File: config.mk
export PLATFORM = sky130hd
export DESIGN_NAME = cau_cell
export DESIGN_NICKNAME = d
export VERILOG_FILES = /design/src/rtl/core/cau_pkg.sv /design/src/rtl/core/cau_cell.sv
export SDC_FILE = /design/constraint.sdc
export NUM_CORES = 1
export LEC_CHECK = 0
export BUFFER_PORTS_ARGS = -buffer_cell sky130_fd_sc_hd__buf_2
export CORE_AREA = 5 5 311 313
export CTS_CLUSTER_SIZE = 28
export DETAILED_ROUTE_END_ITERATION = 10
export DIE_AREA = 0 0 316 318
export HOLD_SLACK_MARGIN = 0.15
export SETUP_SLACK_MARGIN = 0.05
export SLEW_MARGIN = 20
export SYNTH_ARGS = -nofsm -noshare
export SYNTH_HDL_FRONTEND = slang
export SYNTH_SLANG_ARGS = --single-unit
File: constraint.sdc
create_clock -name clk -period 0.9 [get_ports clk]
set_input_delay 0.045 -clock clk [delete_from_list [all_inputs] [get_ports clk]]
set_output_delay 0.045 -clock clk [all_outputs]
set_load 0.02 [all_outputs]
File: src/rtl/core/cau_pkg.sv
`default_nettype none

package cau_pkg;

	localparam int DATA_WIDTH = 32;
	localparam int FRAC_BITS  = 16;
	localparam int PROD_W     = 2 * DATA_WIDTH;
	localparam int N_CELLS    = DATA_WIDTH;
	localparam int SQ_REM_W   = DATA_WIDTH + 3;

	typedef enum logic [2:0] {
		CMD_ADD = 3'd0,
		CMD_SUB = 3'd1,
		CMD_MUL = 3'd2,
		CMD_DIV = 3'd3,
		CMD_NEG = 3'd4,
		CMD_MAG = 3'd5,
		CMD_EQ  = 3'd6
	} cmd_t;

	localparam logic [1:0] ST_OK  = 2'd0;
	localparam logic [1:0] ST_SAT = 2'd1;
	localparam logic [1:0] ST_DZ  = 2'd2;

	// One part of the result in sign-magnitude form. For a division, rem is
	// the partial remainder and quo shifts dividend bits out and quotient bits in.
	typedef struct packed {
		logic                  neg;
		logic [PROD_W-1:0]     rem;
		logic [DATA_WIDTH-1:0] quo;
	} lane_t;

	typedef struct packed {
		logic                  vld;
		cmd_t                  cmd;
		logic                  equal;
		logic                  dz;
		logic                  ovf_re;
		logic                  ovf_im;
		lane_t                 re;
		lane_t                 im;
		logic [PROD_W-1:0]     den;
		logic [PROD_W-1:0]     sq_v;
		logic [SQ_REM_W-1:0]   sq_rem;
		logic [DATA_WIDTH-1:0] sq_root;
	} cell_t;

	typedef struct packed {
		logic signed [DATA_WIDTH-1:0] r_re;
		logic signed [DATA_WIDTH-1:0] r_im;
		logic                         equal;
		logic [1:0]                   status;
	} res_t;

endpackage

`default_nettype wire

File: src/rtl/core/cau_cell.sv
`default_nettype none

// One step of the chain: a quotient bit for both parts of a division, or one
// root bit of a magnitude. Other commands pass through unchanged.
module cau_cell (
	input  wire logic      clk,
	input  wire logic      arst_n,
	input  wire logic      en,
	input  cau_pkg::cell_t d,
	output cau_pkg::cell_t q
);

	localparam int DW = cau_pkg::DATA_WIDTH;
	localparam int PW = cau_pkg::PROD_W;
	localparam int SW = cau_pkg::SQ_REM_W;

	function automatic cau_pkg::lane_t div_step(cau_pkg::lane_t l, logic [PW-1:0] den);
		logic [PW:0]    r2;
		cau_pkg::lane_t o;
		begin
			r2 = {l.rem, l.quo[DW-1]};
			o  = l;
			if (r2 >= {1'b0, den}) begin
				o.rem = PW'(r2 - {1'b0, den});
				o.quo = {l.quo[DW-2:0], 1'b1};
			end else begin
				o.rem = r2[PW-1:0];
				o.quo = {l.quo[DW-2:0], 1'b0};
			end
			return o;
		end
	endfunction

	logic [SW-1:0]  rem_n;
	logic [SW-1:0]  trial;
	logic           vld_q;
	cau_pkg::cell_t nxt;
	cau_pkg::cell_t pay_q;

	assign rem_n = {d.sq_rem[SW-3:0], d.sq_v[PW-1:PW-2]};
	assign trial = SW'({d.sq_root, 2'b01});

	always_comb begin
		nxt = d;
		case (d.cmd)
			cau_pkg::CMD_DIV: begin
				nxt.re = div_step(d.re, d.den);
				nxt.im = div_step(d.im, d.den);
			end
			cau_pkg::CMD_MAG: begin
				nxt.sq_v = {d.sq_v[PW-3:0], 2'b00};
				if (rem_n >= trial) begin
					nxt.sq_rem  = rem_n - trial;
					nxt.sq_root = {d.sq_root[DW-2:0], 1'b1};
				end else begin
					nxt.sq_rem  = rem_n;
					nxt.sq_root = {d.sq_root[DW-2:0], 1'b0};
				end
			end
			default: begin
			end
		endcase
	end

	always_ff @(posedge clk or negedge arst_n) begin
		if (!arst_n) begin
			vld_q <= 1'b0;
		end else if (en) begin
			vld_q <= d.vld;
		end
	end

	always_ff @(posedge clk) begin
		if (en) begin
			pay_q <= nxt;
		end
	end

	always_comb begin
		q     = pay_q;
		q.vld = vld_q;
	end

endmodule

`default_nettype wire

Word-level counts from Yosys, hierarchy flattened
Cells that the tools add are included.
{"block": "word_totals", "wordCells": 30, "regBits": 397}
{"block": "classes", "n_lt_le_gt_ge": 3, "addsub": 3, "eq_ne": 2, "mux": 5}
{"cell": "$mux W193", "count": 1}
{"cell": "$mux W96", "count": 2}
{"cell": "$mux W131", "count": 1}
{"cell": "$ge A65 B64 Y1", "count": 2}
{"cell": "$sub A64 B64 Y64", "count": 2}
{"cell": "$mux W67", "count": 1}
{"cell": "$ge A35 B34 Y1", "count": 1}
{"cell": "$sub A35 B34 Y35", "count": 1}
{"cell": "$eq A3 B2 Y1 const B", "count": 1}
{"cell": "$eq A3 B3 Y1 const B", "count": 1}

Depth between registers and ports, before layout
{"block": "logic_depth", "ltp_word": 3, "ltp_mapped": 16, "mapped_depth_nobuf": 14}

Least setup slack after synthesis
OpenSTA, ideal clock, no wires.
{"block": "synth_timing", "path_type": "input-to-reg", "start": "input d[323] (netlist name)", "end": "register pay_q (netlist bit q[372]), data pin", "required_ps": 641, "arrival_ps": 2820, "stages": 13, "setup_slack_ps": -2179, "n_path_buf": 0, "setup_ps": 259, "cell_sequence": "inv_1 -> ha_1 -> inv_1 -> fa_1 -> a21o_1 -> a221oi_2 -> o221ai_2 -> a221o_1 -> a221o_1 -> o221ai_2 -> o41ai_1 -> mux2i_1 -> a211o_1"}
{"item": "from (decl)", "line_no": "cau_cell.sv:9", "source": "input cau_pkg::cell_t d,"}
{"item": "to (signal assigned)", "line_no": "cau_cell.sv:75", "source": "pay_q <= nxt;"}
{"item": "to (decl)", "line_no": "cau_cell.sv:38", "source": "cau_pkg::cell_t pay_q;"}

==> summary.md <==
| Metric | Value |
|---|---|
| IO buf count | `796` |
| Tmin final | `about 2.7 ns` |
| Root buffer cell | `clkbuf_16` |
| Hold Crit Class | `in -> reg` |
| Synth top area share | `0.436` |
| Max stage delay on crit path | `0.41 ns` |
| WP buf/inv | `4` |
| Top post-synthesis cells by area | `edfxtp_1, nand2_1, ha_1` |
| Die W | `around 320 µm` |
| # DRC | `0` |
| Cell Pwr Density | `1420 nW/µm²` |
| Max rail drop VDD | `between 0.0015 and 0.002 V` |
| Layout fillers | `about 8k` |
| Element type at the critical path start | `input pin` |
| CTS tree | `built` |
| Wire per inst | `22.8 µm` |
| Detailed Place HPWL | `110,000 µm` |
| Max clock buf depth | `3` |
| DP Worst Slack | `-2.99 ns` |
| Rel. slew slack | `0.666` |
| Drt first pass iters | `5` |
| Syn_nets | `3,577` |
| Critical path data arrival time | `3.08 ns` |
| Failing checks | `hold timing, setup timing` |
| Final instance area | `53,300 µm²` |
| Syn Area/Cell | `around 9.1 µm²` |
| Synth Cell Area | `27,300 µm²` |
| Yosys reg bits | `slightly below 400` |
| Vias in the first global route | `33.9k` |
| Number of synthesized flops with an enable pin | `396` |
| Area after DPL | `40,000 µm²` |
| Total of max-cap violations | `0` |
| Final #Nets | `5,841` |
| Worst-Margin Slew | `0.496 ns` |
| Insertion delay to the later sink of the worst-skew pair | `0.64 ns` |
| Via count | `33.1k` |
| Worst path cell trace | `buf_12, inv_12, ha_4, inv_2, fa_2, a21o_1, a221oi_2, buf_4, o221ai_4, a221o_1, a221o_1, o221ai_4, nor2_1, nor2_1, xor2_1, o221ai_1` |
| Crit end category | `register` |
| Largest net degree at the start of global routing | `42` |
| Slew Limit Fails | `0` |
| Fin crit share | `3.00` |
| Hold Violations, Final | `3` |
| Total power | `75.4 mW` |
| Initial antenna violation count | `45` |
| Family with the most delay on the worst path | `compound AO/OA/AOI/OAI gates` |
| CORE AREA | `about 94,000 µm²` |
| RSZ-0062 raised after global routing | `yes` |
| Max Freq | `0.370 GHz` |
| Commonest non-fill, non-tap cell in the layout | `buf_4` |
| I/O pin cnt | `797` |
| Final Util | `0.567` |
| Grt total ovfl | `0` |
| H-tree Lvls | `2` |
| DRT antenna net count | `0` |
| Yosys warning count | `0` |
| Max Clock Skew | `0 ns` |
| Clock Pin Slew Worst Setup and Hold Paths | `0.06 ns` |
| Drt via density | `5.01` |
| TritonCTS Buffers | `50` |
| Post-Layout Cell Count | `between 6k and 7k` |
| Status | `finished, violations left` |
| Netlist cell types | `95` |
| Req. time, crit path | `1.28 ns` |
| Syn Inst Count | `approximately 3k` |
| Register area share after synthesis | `0.437` |
| Starting Density | `0.290` |
| Critical path class | `in -> reg` |
| Share of cells above drive strength 1 | `0.478` |
| Crit-path max FO | `4` |
| Placed Instances | `5,851` |
| Final worst setup slack | `-1.80 ns` |
| Leading area contributor after synthesis | `edfxtp_1` |
| WL final | `151,000 µm` |
| Lkg Pwr | `24.2 nW` |
| Row Count | `113` |
| Setup_tns | `-434.48 ns` |
| Initial DRC count | `2,433` |
| Die Span Y | `318 µm` |
| Most frequent cells in the layout | `buf_4, nand2_1, buf_2` |
| Clock sinks | `397` |
| Synth Flop Type | `edfxtp_1` |
| Gp weighted congestion | `0.977` |
| Final setup viols | `approximately 950` |
| Area grow syn2layout | `95.3%` |
| All-Layer GR Usage | `0.278` |
| Crit path max-delay cell type | `a221o_1` |
| Post-synth ARST share | `0.00252` |
| Worst Hold Slack | `-0.408 ns` |
| First-pass GRT wire length | `about 210,000 µm` |
| DIE AREA | `100,000 µm²` |
## what timing repair did
action,4_1_cts,5_1_grt
setup buffers,126,47
pin swaps,199,163
endpoints found under the setup margin,563,1026
hold endpoints to repair,794,44
cloned,18,7
gates resized for setup,1006,302
hold buffers,460,23
## path summary, 6_finish.rpt
kind | from | end | slack (ns) | cells past startpoint
worst max-delay path | d[323] | q[368] | -1.80 | 16
worst min-delay path | d[132] | q[132] | -0.41 | 1
worst max register to register | vld_q | vld_q | -0.16 | 3
worst min register to register | vld_q | vld_q | 0.79 | 3
max in group asynchronous | arst_n | vld_q | 0.56 | 3
min in group asynchronous | arst_n | vld_q | 0.24 | 3
## cell type report
cell class | instances | area (µm²) | share of cell area
Antenna cell | 22 | 55.1 | 0.00103
Multi-Input combinational cell | 2318 | 17500 | 0.328
Sequential cell | 397 | 11900 | 0.224
Inverter | 145 | 636 | 0.0119
Clock inverter | 38 | 512 | 0.00961
Tap cell | 1265 | 1580 | 0.0297
Timing Repair Buffer | 2365 | 19900 | 0.373
Clock buffer | 54 | 1270 | 0.0238
## logic make-up (layout without fill, tap and decap cells)
group	after synthesis	in the layout	synth area share
other	0	22	0
buffers and inverters	300	2602	0.0457
xor gates and xnor gates	134	134	0.0430
adders and majority gates	164	164	0.0758
muxes	113	113	0.0419
DFF	397	397	0.437
AOI/OAI and AO/OA	812	812	0.185
and+or+nand+nor	1093	1095	0.172
## layer usage
layer / up-vias / track usage / part of all wire / wire, µm
met2: 1410 / 0.498 / 0.50 / 75300
met1: 15800 / 0.303 / 0.36 / 53900
li1: 15500 / - / - / -
met4: 32 / 0.132 / 0.058 / 8710
met5: - / 0 / 0.0014 / 213
met3: 419 / 0.0738 / 0.082 / 12300
## sequential cells by signal, summed over array words and instances, names as in the netlist
name,flops
vld_q,1
q,396
## where the power goes
group,total [mW],internal (mW),switching (mW)
Combinational,29.9,14.8,15.1
Sequential,23.1,22.4,0.772
Clock,22.4,13.2,9.21
## synth_stat cells, types with 23 or more instances
library cell / instances
a21o_1: 93
nor3_1: 43
a31oi_1: 23
nand2_1: 700
o211ai_1: 27
o21bai_1: 42
o21ai_0: 241
a21oi_1: 210
clkbuf_1: 116
nand3_1: 48
mux2i_1: 103
o21a_1: 24
nor2_1: 142
edfxtp_1: 396
inv_1: 144
xor2_1: 47
o21ai_1: 29
xnor2_1: 87
nand4_1: 48
ha_1: 162
Power figures use the tool's default switching activity.
