--- config.mk ---
export PLATFORM = sky130hd
export DESIGN_NAME = cau_back
export DESIGN_NICKNAME = d
export VERILOG_FILES = /design/src/rtl/core/cau_pkg.sv /design/src/rtl/core/cau_back.sv
export SDC_FILE = /design/constraint.sdc
export NUM_CORES = 1
export LEC_CHECK = 0
export ABC_AREA = 1
export BUFFER_PORTS_ARGS = -buffer_cell sky130_fd_sc_hd__buf_2
export CELL_PAD_IN_SITES_DETAIL_PLACEMENT = 1
export CELL_PAD_IN_SITES_GLOBAL_PLACEMENT = 2
export CORE_MARGIN = 2
export CORE_UTILIZATION = 25
export CTS_CLUSTER_DIAMETER = 200
export CTS_CLUSTER_SIZE = 28
export DETAILED_ROUTE_END_ITERATION = 7
export GPL_TIMING_DRIVEN = 0
export PLACE_DENSITY_LB_ADDON = 0.1
export SYNTH_ARGS = -nofsm -noshare
export SYNTH_HDL_FRONTEND = slang
export SYNTH_SLANG_ARGS = --single-unit
--- constraint.sdc ---
create_clock -name clk -period 7.7 [get_ports clk]
set_clock_uncertainty 0.1 [all_clocks]
set_input_delay 0 -clock clk [delete_from_list [all_inputs] [get_ports clk]]
set_output_delay 0 -clock clk [all_outputs]
set_load 0.005 [all_outputs]
--- src/rtl/core/cau_pkg.sv ---
`default_nettype none

package cau_pkg;

	localparam int DATA_WIDTH = 32;
	localparam int FRAC_BITS  = 16;
	localparam int PROD_W     = 2 * DATA_WIDTH;
	localparam int N_CELLS    = DATA_WIDTH;
	localparam int SQ_REM_W   = DATA_WIDTH + 3;

	typedef enum logic [2:0] {
		CMD_ADD = 3'd0,
		CMD_SUB = 3'd1,
		CMD_MUL = 3'd2,
		CMD_DIV = 3'd3,
		CMD_NEG = 3'd4,
		CMD_MAG = 3'd5,
		CMD_EQ  = 3'd6
	} cmd_t;

	localparam logic [1:0] ST_OK  = 2'd0;
	localparam logic [1:0] ST_SAT = 2'd1;
	localparam logic [1:0] ST_DZ  = 2'd2;

	// One part of the result in sign-magnitude form. For a division, rem is
	// the partial remainder and quo shifts dividend bits out and quotient bits in.
	typedef struct packed {
		logic                  neg;
		logic [PROD_W-1:0]     rem;
		logic [DATA_WIDTH-1:0] quo;
	} lane_t;

	typedef struct packed {
		logic                  vld;
		cmd_t                  cmd;
		logic                  equal;
		logic                  dz;
		logic                  ovf_re;
		logic                  ovf_im;
		lane_t                 re;
		lane_t                 im;
		logic [PROD_W-1:0]     den;
		logic [PROD_W-1:0]     sq_v;
		logic [SQ_REM_W-1:0]   sq_rem;
		logic [DATA_WIDTH-1:0] sq_root;
	} cell_t;

	typedef struct packed {
		logic signed [DATA_WIDTH-1:0] r_re;
		logic signed [DATA_WIDTH-1:0] r_im;
		logic                         equal;
		logic [1:0]                   status;
	} res_t;

endpackage

`default_nettype wire

--- src/rtl/core/cau_back.sv ---
`default_nettype none

// Saturation, status, output register and skid register.
module cau_back (
	input  wire logic      clk,
	input  wire logic      arst_n,
	input  cau_pkg::cell_t last,
	input  wire logic      rsp_ready,
	output logic           en,
	output logic           rsp_valid,
	output cau_pkg::res_t  rsp_data
);

	localparam int DW = cau_pkg::DATA_WIDTH;
	localparam int PW = cau_pkg::PROD_W;
	localparam logic [PW-1:0] MAXP = {{(PW-DW+1){1'b0}}, {(DW-1){1'b1}}};

	// Returns the clipped flag above the clipped value.
	function automatic logic [DW:0] saturate(logic neg, logic [PW-1:0] mag);
		logic [DW-1:0] v;
		begin
			v = '0;
			if (mag == '0) begin
				return '0;
			end else if (!neg) begin
				if (mag > MAXP) begin
					return {1'b1, MAXP[DW-1:0]};
				end
				return {1'b0, mag[DW-1:0]};
			end else begin
				if (mag > MAXP + 1'b1) begin
					return {1'b1, 1'b1, {(DW-1){1'b0}}};
				end
				v = -mag[DW-1:0];
				return {1'b0, v};
			end
		end
	endfunction

	logic [PW-1:0]  mre, mim;
	logic [DW:0]    sre, sim;
	cau_pkg::res_t  fin;
	cau_pkg::res_t  out_q, skid_q;
	logic           out_vld_q, skid_full_q;

	always_comb begin
		mre = last.re.rem;
		mim = last.im.rem;
		case (last.cmd)
			cau_pkg::CMD_DIV: begin
				mre = last.ovf_re ? '1 : PW'(last.re.quo);
				mim = last.ovf_im ? '1 : PW'(last.im.quo);
			end
			cau_pkg::CMD_MAG: begin
				mre = PW'(last.sq_root);
			end
			default: begin
			end
		endcase
		sre = saturate(last.re.neg, mre);
		sim = saturate(last.im.neg, mim);
		fin.r_re   = sre[DW-1:0];
		fin.r_im   = sim[DW-1:0];
		fin.equal  = last.equal;
		fin.status = (sre[DW] || sim[DW]) ? cau_pkg::ST_SAT : cau_pkg::ST_OK;
		if ((last.cmd == cau_pkg::CMD_DIV) && last.dz) begin
			fin.r_re   = '0;
			fin.r_im   = '0;
			fin.status = cau_pkg::ST_DZ;
		end
	end

	assign en        = !skid_full_q;
	assign rsp_valid = out_vld_q;
	assign rsp_data  = out_q;

	always_ff @(posedge clk or negedge arst_n) begin
		if (!arst_n) begin
			out_vld_q   <= 1'b0;
			skid_full_q <= 1'b0;
		end else if (skid_full_q) begin
			if (rsp_ready) begin
				skid_full_q <= 1'b0;
			end
		end else if (out_vld_q && !rsp_ready) begin
			if (last.vld) begin
				skid_full_q <= 1'b1;
			end
		end else begin
			out_vld_q <= last.vld;
		end
	end

	always_ff @(posedge clk) begin
		if (skid_full_q) begin
			if (rsp_ready) begin
				out_q <= skid_q;
			end
		end else if (out_vld_q && !rsp_ready) begin
			if (last.vld) begin
				skid_q <= fin;
			end
		end else begin
			out_q <= fin;
		end
	end

endmodule

`default_nettype wire

======== Word level (Yosys, flattened, before mapping) ========
Index checks and enable logic that the tools add are counted.
word-level totals
  flip-flop bits (word level) ............. 136
  bits of input ports ..................... 400
  output and inout bits ................... 69
  logic and storage cells ................. 70
cells by class
  add/subtract/negate cells ............... 2
  magnitude comparators ................... 4
  equal/unequal tests ..................... 4
  mux-type cells .......................... 38
  bitwise operators ....................... 2
  reduce and logical (&&, ||, !) cells .... 10
operators by type and width
  operator                                                          count
  2-to-1 mux 33 bit                                                 12
  2-to-1 mux 64 bit                                                 4
  2-to-1 mux 67 bit                                                 3
  greater-than comparator 64 x 31 -> 1 bit (second input constant)  2
  greater-than comparator 64 x 32 -> 1 bit (second input constant)  2
  zero test 64 bit                                                  2
  one-hot mux 64 bit (2 select lines)                               1
  negation 32 bit                                                   2
  2-to-1 mux 1 bit                                                  17
  != test 2 bit (second input constant)                             2
  AND reduction 2 bit                                               2
  == test 3 x 2 -> 1 bit (second input constant)                    1
  == test 3 bit (second input constant)                             1
  AND reduction 3 bit                                               1
  logical AND 1 bit                                                 2
  zero test 1 bit                                                   2
  2-to-1 mux 2 bit                                                  1
  NOT 1 bit                                                         2
  logical OR 1 bit                                                  1

======== Longest topological paths before layout ========
  depth after elaboration ................. 14
  depth in mapped cells ................... 21
  mapped depth without buffers ............ 17

======== Least setup slack after synthesis ========
OpenSTA, ideal clock, no wires.
  path kind ............................... register -> register
  start point ............................. register skid_full_q
  end point ............................... register out_q, in the netlist rsp_data[0], enable pin
  setup time .............................. 0.585 ns
  arrival ................................. 5.293 ns
  data required time ...................... 7.015 ns
  path slack .............................. 1.722 ns
  stages on the path, launching flop included .. 3
  clock period less this slack ............ 5.978 ns
  cells stage by stage .................... dfrtp_1 clkbuf_1 o21ai_0
on the way
  longest elaborated chain between the ends .. 2
ends and longest elaborated chain
  item                             line             RTL
  from (decl)                      cau_back.sv:44   logic out_vld_q, skid_full_q;
  from (signal assigned)           cau_back.sv:80   skid_full_q <= 1'b0;
  from (signal assigned)           cau_back.sv:83   skid_full_q <= 1'b0;
  from (signal assigned)           cau_back.sv:87   skid_full_q <= 1'b1;
  != test 2 bit (no line)          -
  AND reduction 2 bit (no line) *  -
  to (signal assigned)             cau_back.sv:97   out_q <= skid_q;
  to (signal assigned)             cau_back.sv:104  out_q <= fin;
  to (decl)                        cau_back.sv:43   cau_pkg::res_t out_q, skid_q;
Mark *: on every way between the ends. The rest lies on a longest branch, timed or not.
A chain may end at the register's enable or synchronous reset.

==> impl_metrics.py <==
metrics = {
    "status": {
        "run_status": "complete, no violations",
    },
    "min_path": {
        "hp-start": "last[242]",
        "hold_depth": 4,
        "worstHoldEndpoint": "skid_q[18]",
        "hold_class": "primary input to flop",
    },
    "route": {
        "firstDrtPassIters": 5,
        "route.antenna.remaining_nets": 0,
        "avgRoutedWirePerCell_um": 19.4,
        "drt_iter0_markers": 539,
        "route.detailed.vias_per_inst": 4.59,
        "postRouteWirelength_um": 48600,
        "drcViolationCount": 0,
        "vias": 11500,
    },
    "yosys": {
        "synth-edff-count": 134,
        "post_synthesis_cell_type_with_the_largest_combined_area": "sky130_fd_sc_hd__edfxtp_1",
        "netlist_top_cells_area": "sky130_fd_sc_hd__edfxtp_1 37%, sky130_fd_sc_hd__nand2_1 18%, sky130_fd_sc_hd__nor2_1 8.6%, sky130_fd_sc_hd__nand3_1 7.1%, sky130_fd_sc_hd__inv_1 4.3%",
        "synth_async_sr_flop_share_pct": 1.47,
        "netlist.area_leader.share_pct": 37.2,
        "post_synth.cell_area_avg_um2": 6.89,
        "synthesis.nets": 1975,
        "yosysSeqAreaShare_pct": 37.6,
        "postSynth.topFlopCell": "sky130_fd_sc_hd__edfxtp_1",
        "synth.cell_area_um2": 10800,
        "yosys.cell_types.count": 46,
        "ys_ff_latch": 136,
        "synth.yosys.warnings": 0,
        "postSynthCellCount": 1571,
    },
    "critical_path": {
        "rr_startpoint": "skid_full_q",
        "crit_path_top_delay_cell": "sky130_fd_sc_hd__nor2_2",
        "max_stage_delay_ns": 0.37,
        "critical_path.startpoint_type": "primary input",
        "setup.worst_path.end_class": "flop",
        "worstReg2RegEnd": "skid_q[1]",
        "cp_max_fo": 10,
        "cp_cell_sequence": "buf_2 -> nand2_4 -> nor2_8 -> buf_6 -> buf_6 -> o21ai_1 -> nand2_1 -> nor2_2 -> ha_1 -> nand4_1 -> nor2_1 -> nand2_1 -> nor2_4 -> nand4_1 -> nand2_2 -> buf_6 -> inv_2 -> nand2_4 -> buf_8 -> a21oi_2",
        "timing.critical_path.buf_inv": 6,
        "arrival_worst_endpoint_ns": 3.07,
        "setup.worst_path.class": "primary input to flop",
        "worst-r2r-cell-count": 6,
        "timing.critical_path.max_delay_family": "simple AND/OR/NAND/NOR gates",
        "most_numerous_cell_on_the_critical_path": "sky130_fd_sc_hd__buf_6",
        "worst_endpoint_required_time_ns": 7.76,
        "reg2reg_setup_slack_ns": 4.97,
    },
    "placed_design": {
        "hpwl_um": 42100,
        "port_buffers": 302,
        "gp_routability_congestion": 0.865,
    },
    "clock_network": {
        "worstSkewPairLatency_ns": 0.43,
        "clk_path_buf_depth": 2,
        "cts_resized": 0,
        "maximum_level_of_the_cts_h_tree": 4,
        "cts_tree": "built",
        "cts_root_buf": "sky130_fd_sc_hd__clkbuf_16",
        "clkTransAtPathRegs_ns": 0.06,
        "clkSinkCount": 136,
        "numCtsBuffers": 17,
    },
    "finish": {
        "layout-drive-gt1-share_pct": 25.3,
        "fillCellCount": 5467,
        "mostFrequentLayoutCells": "522 x sky130_fd_sc_hd__nand2_1, 317 x sky130_fd_sc_hd__buf_2, 249 x sky130_fd_sc_hd__nor2_1",
        "area_growth_pct": 28.1,
        "final_core_utilization_pct": 32.3,
        "most_frequent_standard_cell_in_the_layout_excluding_fill_and_tap_cells": "sky130_fd_sc_hd__nand2_1",
        "antenna-diode-count": 0,
        "final_net_count": 2311,
    },
    "power": {
        "power_density_nw_per_um2": 176,
        "vdd.ir_drop.worst_v": 0.000146,
        "power_mw": 2.44,
        "p_leak_nw": 6.61,
    },
    "sta": {
        "rel_slew_slack_pct": 34.7,
        "max_clock_freq_mhz": 332,
        "post-route-period-util_pct": 39.1,
        "final.min_clock_period_ns": 3.01,
        "pins_over_slew_limit": 0,
        "timing_worst_slew_pin_value_ns": 0.975,
        "grt_setup_unrepaired": "false",
        "hold-worst-slack_ns": 0.0462,
        "finalHoldViolCount": 0,
        "totalNegativeSetupSlack_ns": 0,
        "setup_viol": 0,
    },
    "die": {
        "die_width_um": 212,
        "die_y_um": 212,
        "row_count": 76,
        "io_pins": 469,
        "start_util_pct": 25.2,
        "die_area_um2": 45000,
        "total_core_area_um2": 42900,
    },
    "run": {
        "cap_viol_max_count": 0,
    },
    "global_routing": {
        "first_pass_grt_wire_length_um": 72500,
        "grt_start_max_net_pins": 30,
        "vias_in_the_first_global_route": 11500,
        "globalRouteMet3Util_pct": 3.18,
        "number_of_antenna_violations_at_the_first_check_in_global_routing": 6,
        "global_route.usage.total_pct": 21.7,
        "groute.layer.met1.usage_pct": 32.9,
        "global_route.overflow_total": 0,
        "gr-max-usage-layer": "met1",
        "use_met2_pct": 32.7,
    },
}
==> logic make-up after synthesis <==
family | after synthesis | synth area share [%]
AND/OR/NAND/NOR | 1124 | 46.8
buffers and inverters | 206 | 9.15
flip-flops | 136 | 37.6
AO/OA/AOI/OAI | 85 | 4.69
XOR/XNOR | 15 | 1.21
adder cells (fa/ha/maj) | 4 | 0.462
multiplexers | 1 | 0.0925
==> worst min-delay path: cells and delay by family <==
kind            cells  cell delay, ns
simple gates        1            0.12
compound gates      2            0.19
buf+inv             1            0.09
==> worst max-delay path by stage <==
stage                      from     endpoint  slack, ns  cells after the start
CTS                   last[394]   skid_q[58]       4.71                     20
detailed placement    last[394]   skid_q[38]       4.26                     20
global placement    skid_full_q   skid_q[32]      -1.14                      2
finish                last[394]   skid_q[58]       4.69                     20
global route          last[394]   skid_q[58]       4.42                     20
floorplan           skid_full_q  rsp_data[0]       1.72                      2
==> repair_timing <==
item / 4_1_cts / 5_1_grt
hold buffers: 7 / 0
endpoints found under the hold margin: 18 / 0
buffers inserted: 0 / 0
==> metal layers <==
metal  part of all wire (%)  up-vias
met4                   0.81        8
li1                       -     5784
met3                    4.6       29
met2                     42      317
met1                     52     5353
met5                  0.097        -
==> through the flow <==
| step | worst slack (ns) | instance area (µm²) | cells |
|---|---|---|---|
| finish | 4.69 | 13900 | 2505 |
| global route | 4.42 | 13900 | 2505 |
| CTS | 4.71 | 13900 | 2505 |
| detailed placement | 4.26 | 13200 | 2466 |
| global placement | -1.14 | 13100 | 2458 |
| floorplan | 1.72 | 10800 | 1571 |
==> registers in the layout, indices dropped and copies added (netlist names) <==
name	cells
rsp_data	67
skid_q	67
rsp_valid	1
skid_full_q	1
==> layout make-up <==
cell class                      count  area, µm²  share of cell area [%]
Sequential cell                   136       4070                    29.4
Inverter                          132        498                    3.59
Tap cell                          585        732                    5.28
Buffer                             74        493                    3.55
Multi-Input combinational cell   1229       5780                    41.7
Clock inverter                      7       88.8                   0.641
Timing Repair Buffer              317       1690                    12.2
Clock buffer                       25        515                    3.72
==> power breakdown <==
group,leakage (nW),switching [mW],internal [mW],total [mW]
Clock,0.303,0.299,0.527,0.826
Combinational,4.97,0.436,0.229,0.664
Sequential,1.34,0.0244,0.925,0.949
==> synthesized netlist by cell type (2+ instances only) <==
master	n
sky130_fd_sc_hd__xor2_1	14
sky130_fd_sc_hd__nor3_1	22
sky130_fd_sc_hd__ha_1	4
sky130_fd_sc_hd__nor2_2	24
sky130_fd_sc_hd__nor2_1	249
sky130_fd_sc_hd__and2_1	8
sky130_fd_sc_hd__nand2_4	4
sky130_fd_sc_hd__dfrtp_1	2
sky130_fd_sc_hd__o22ai_1	5
sky130_fd_sc_hd__o31ai_1	2
sky130_fd_sc_hd__or2_2	3
sky130_fd_sc_hd__o21ai_0	33
sky130_fd_sc_hd__buf_1	5
sky130_fd_sc_hd__or2_0	24
sky130_fd_sc_hd__nand3_4	2
sky130_fd_sc_hd__nor2_4	9
sky130_fd_sc_hd__buf_4	5
sky130_fd_sc_hd__nand2_2	15
sky130_fd_sc_hd__nor2_8	2
sky130_fd_sc_hd__a21oi_2	10
sky130_fd_sc_hd__inv_1	123
sky130_fd_sc_hd__buf_2	15
sky130_fd_sc_hd__nand2_1	522
sky130_fd_sc_hd__a21oi_1	18
sky130_fd_sc_hd__clkbuf_1	27
sky130_fd_sc_hd__o21ai_2	8
sky130_fd_sc_hd__nand3_2	15
sky130_fd_sc_hd__inv_2	7
sky130_fd_sc_hd__buf_6	20
sky130_fd_sc_hd__and3_1	5
sky130_fd_sc_hd__nand3_1	154
sky130_fd_sc_hd__o21ai_1	7
sky130_fd_sc_hd__nand4_1	62
sky130_fd_sc_hd__edfxtp_1	134
Power figures use the tool's default switching activity.
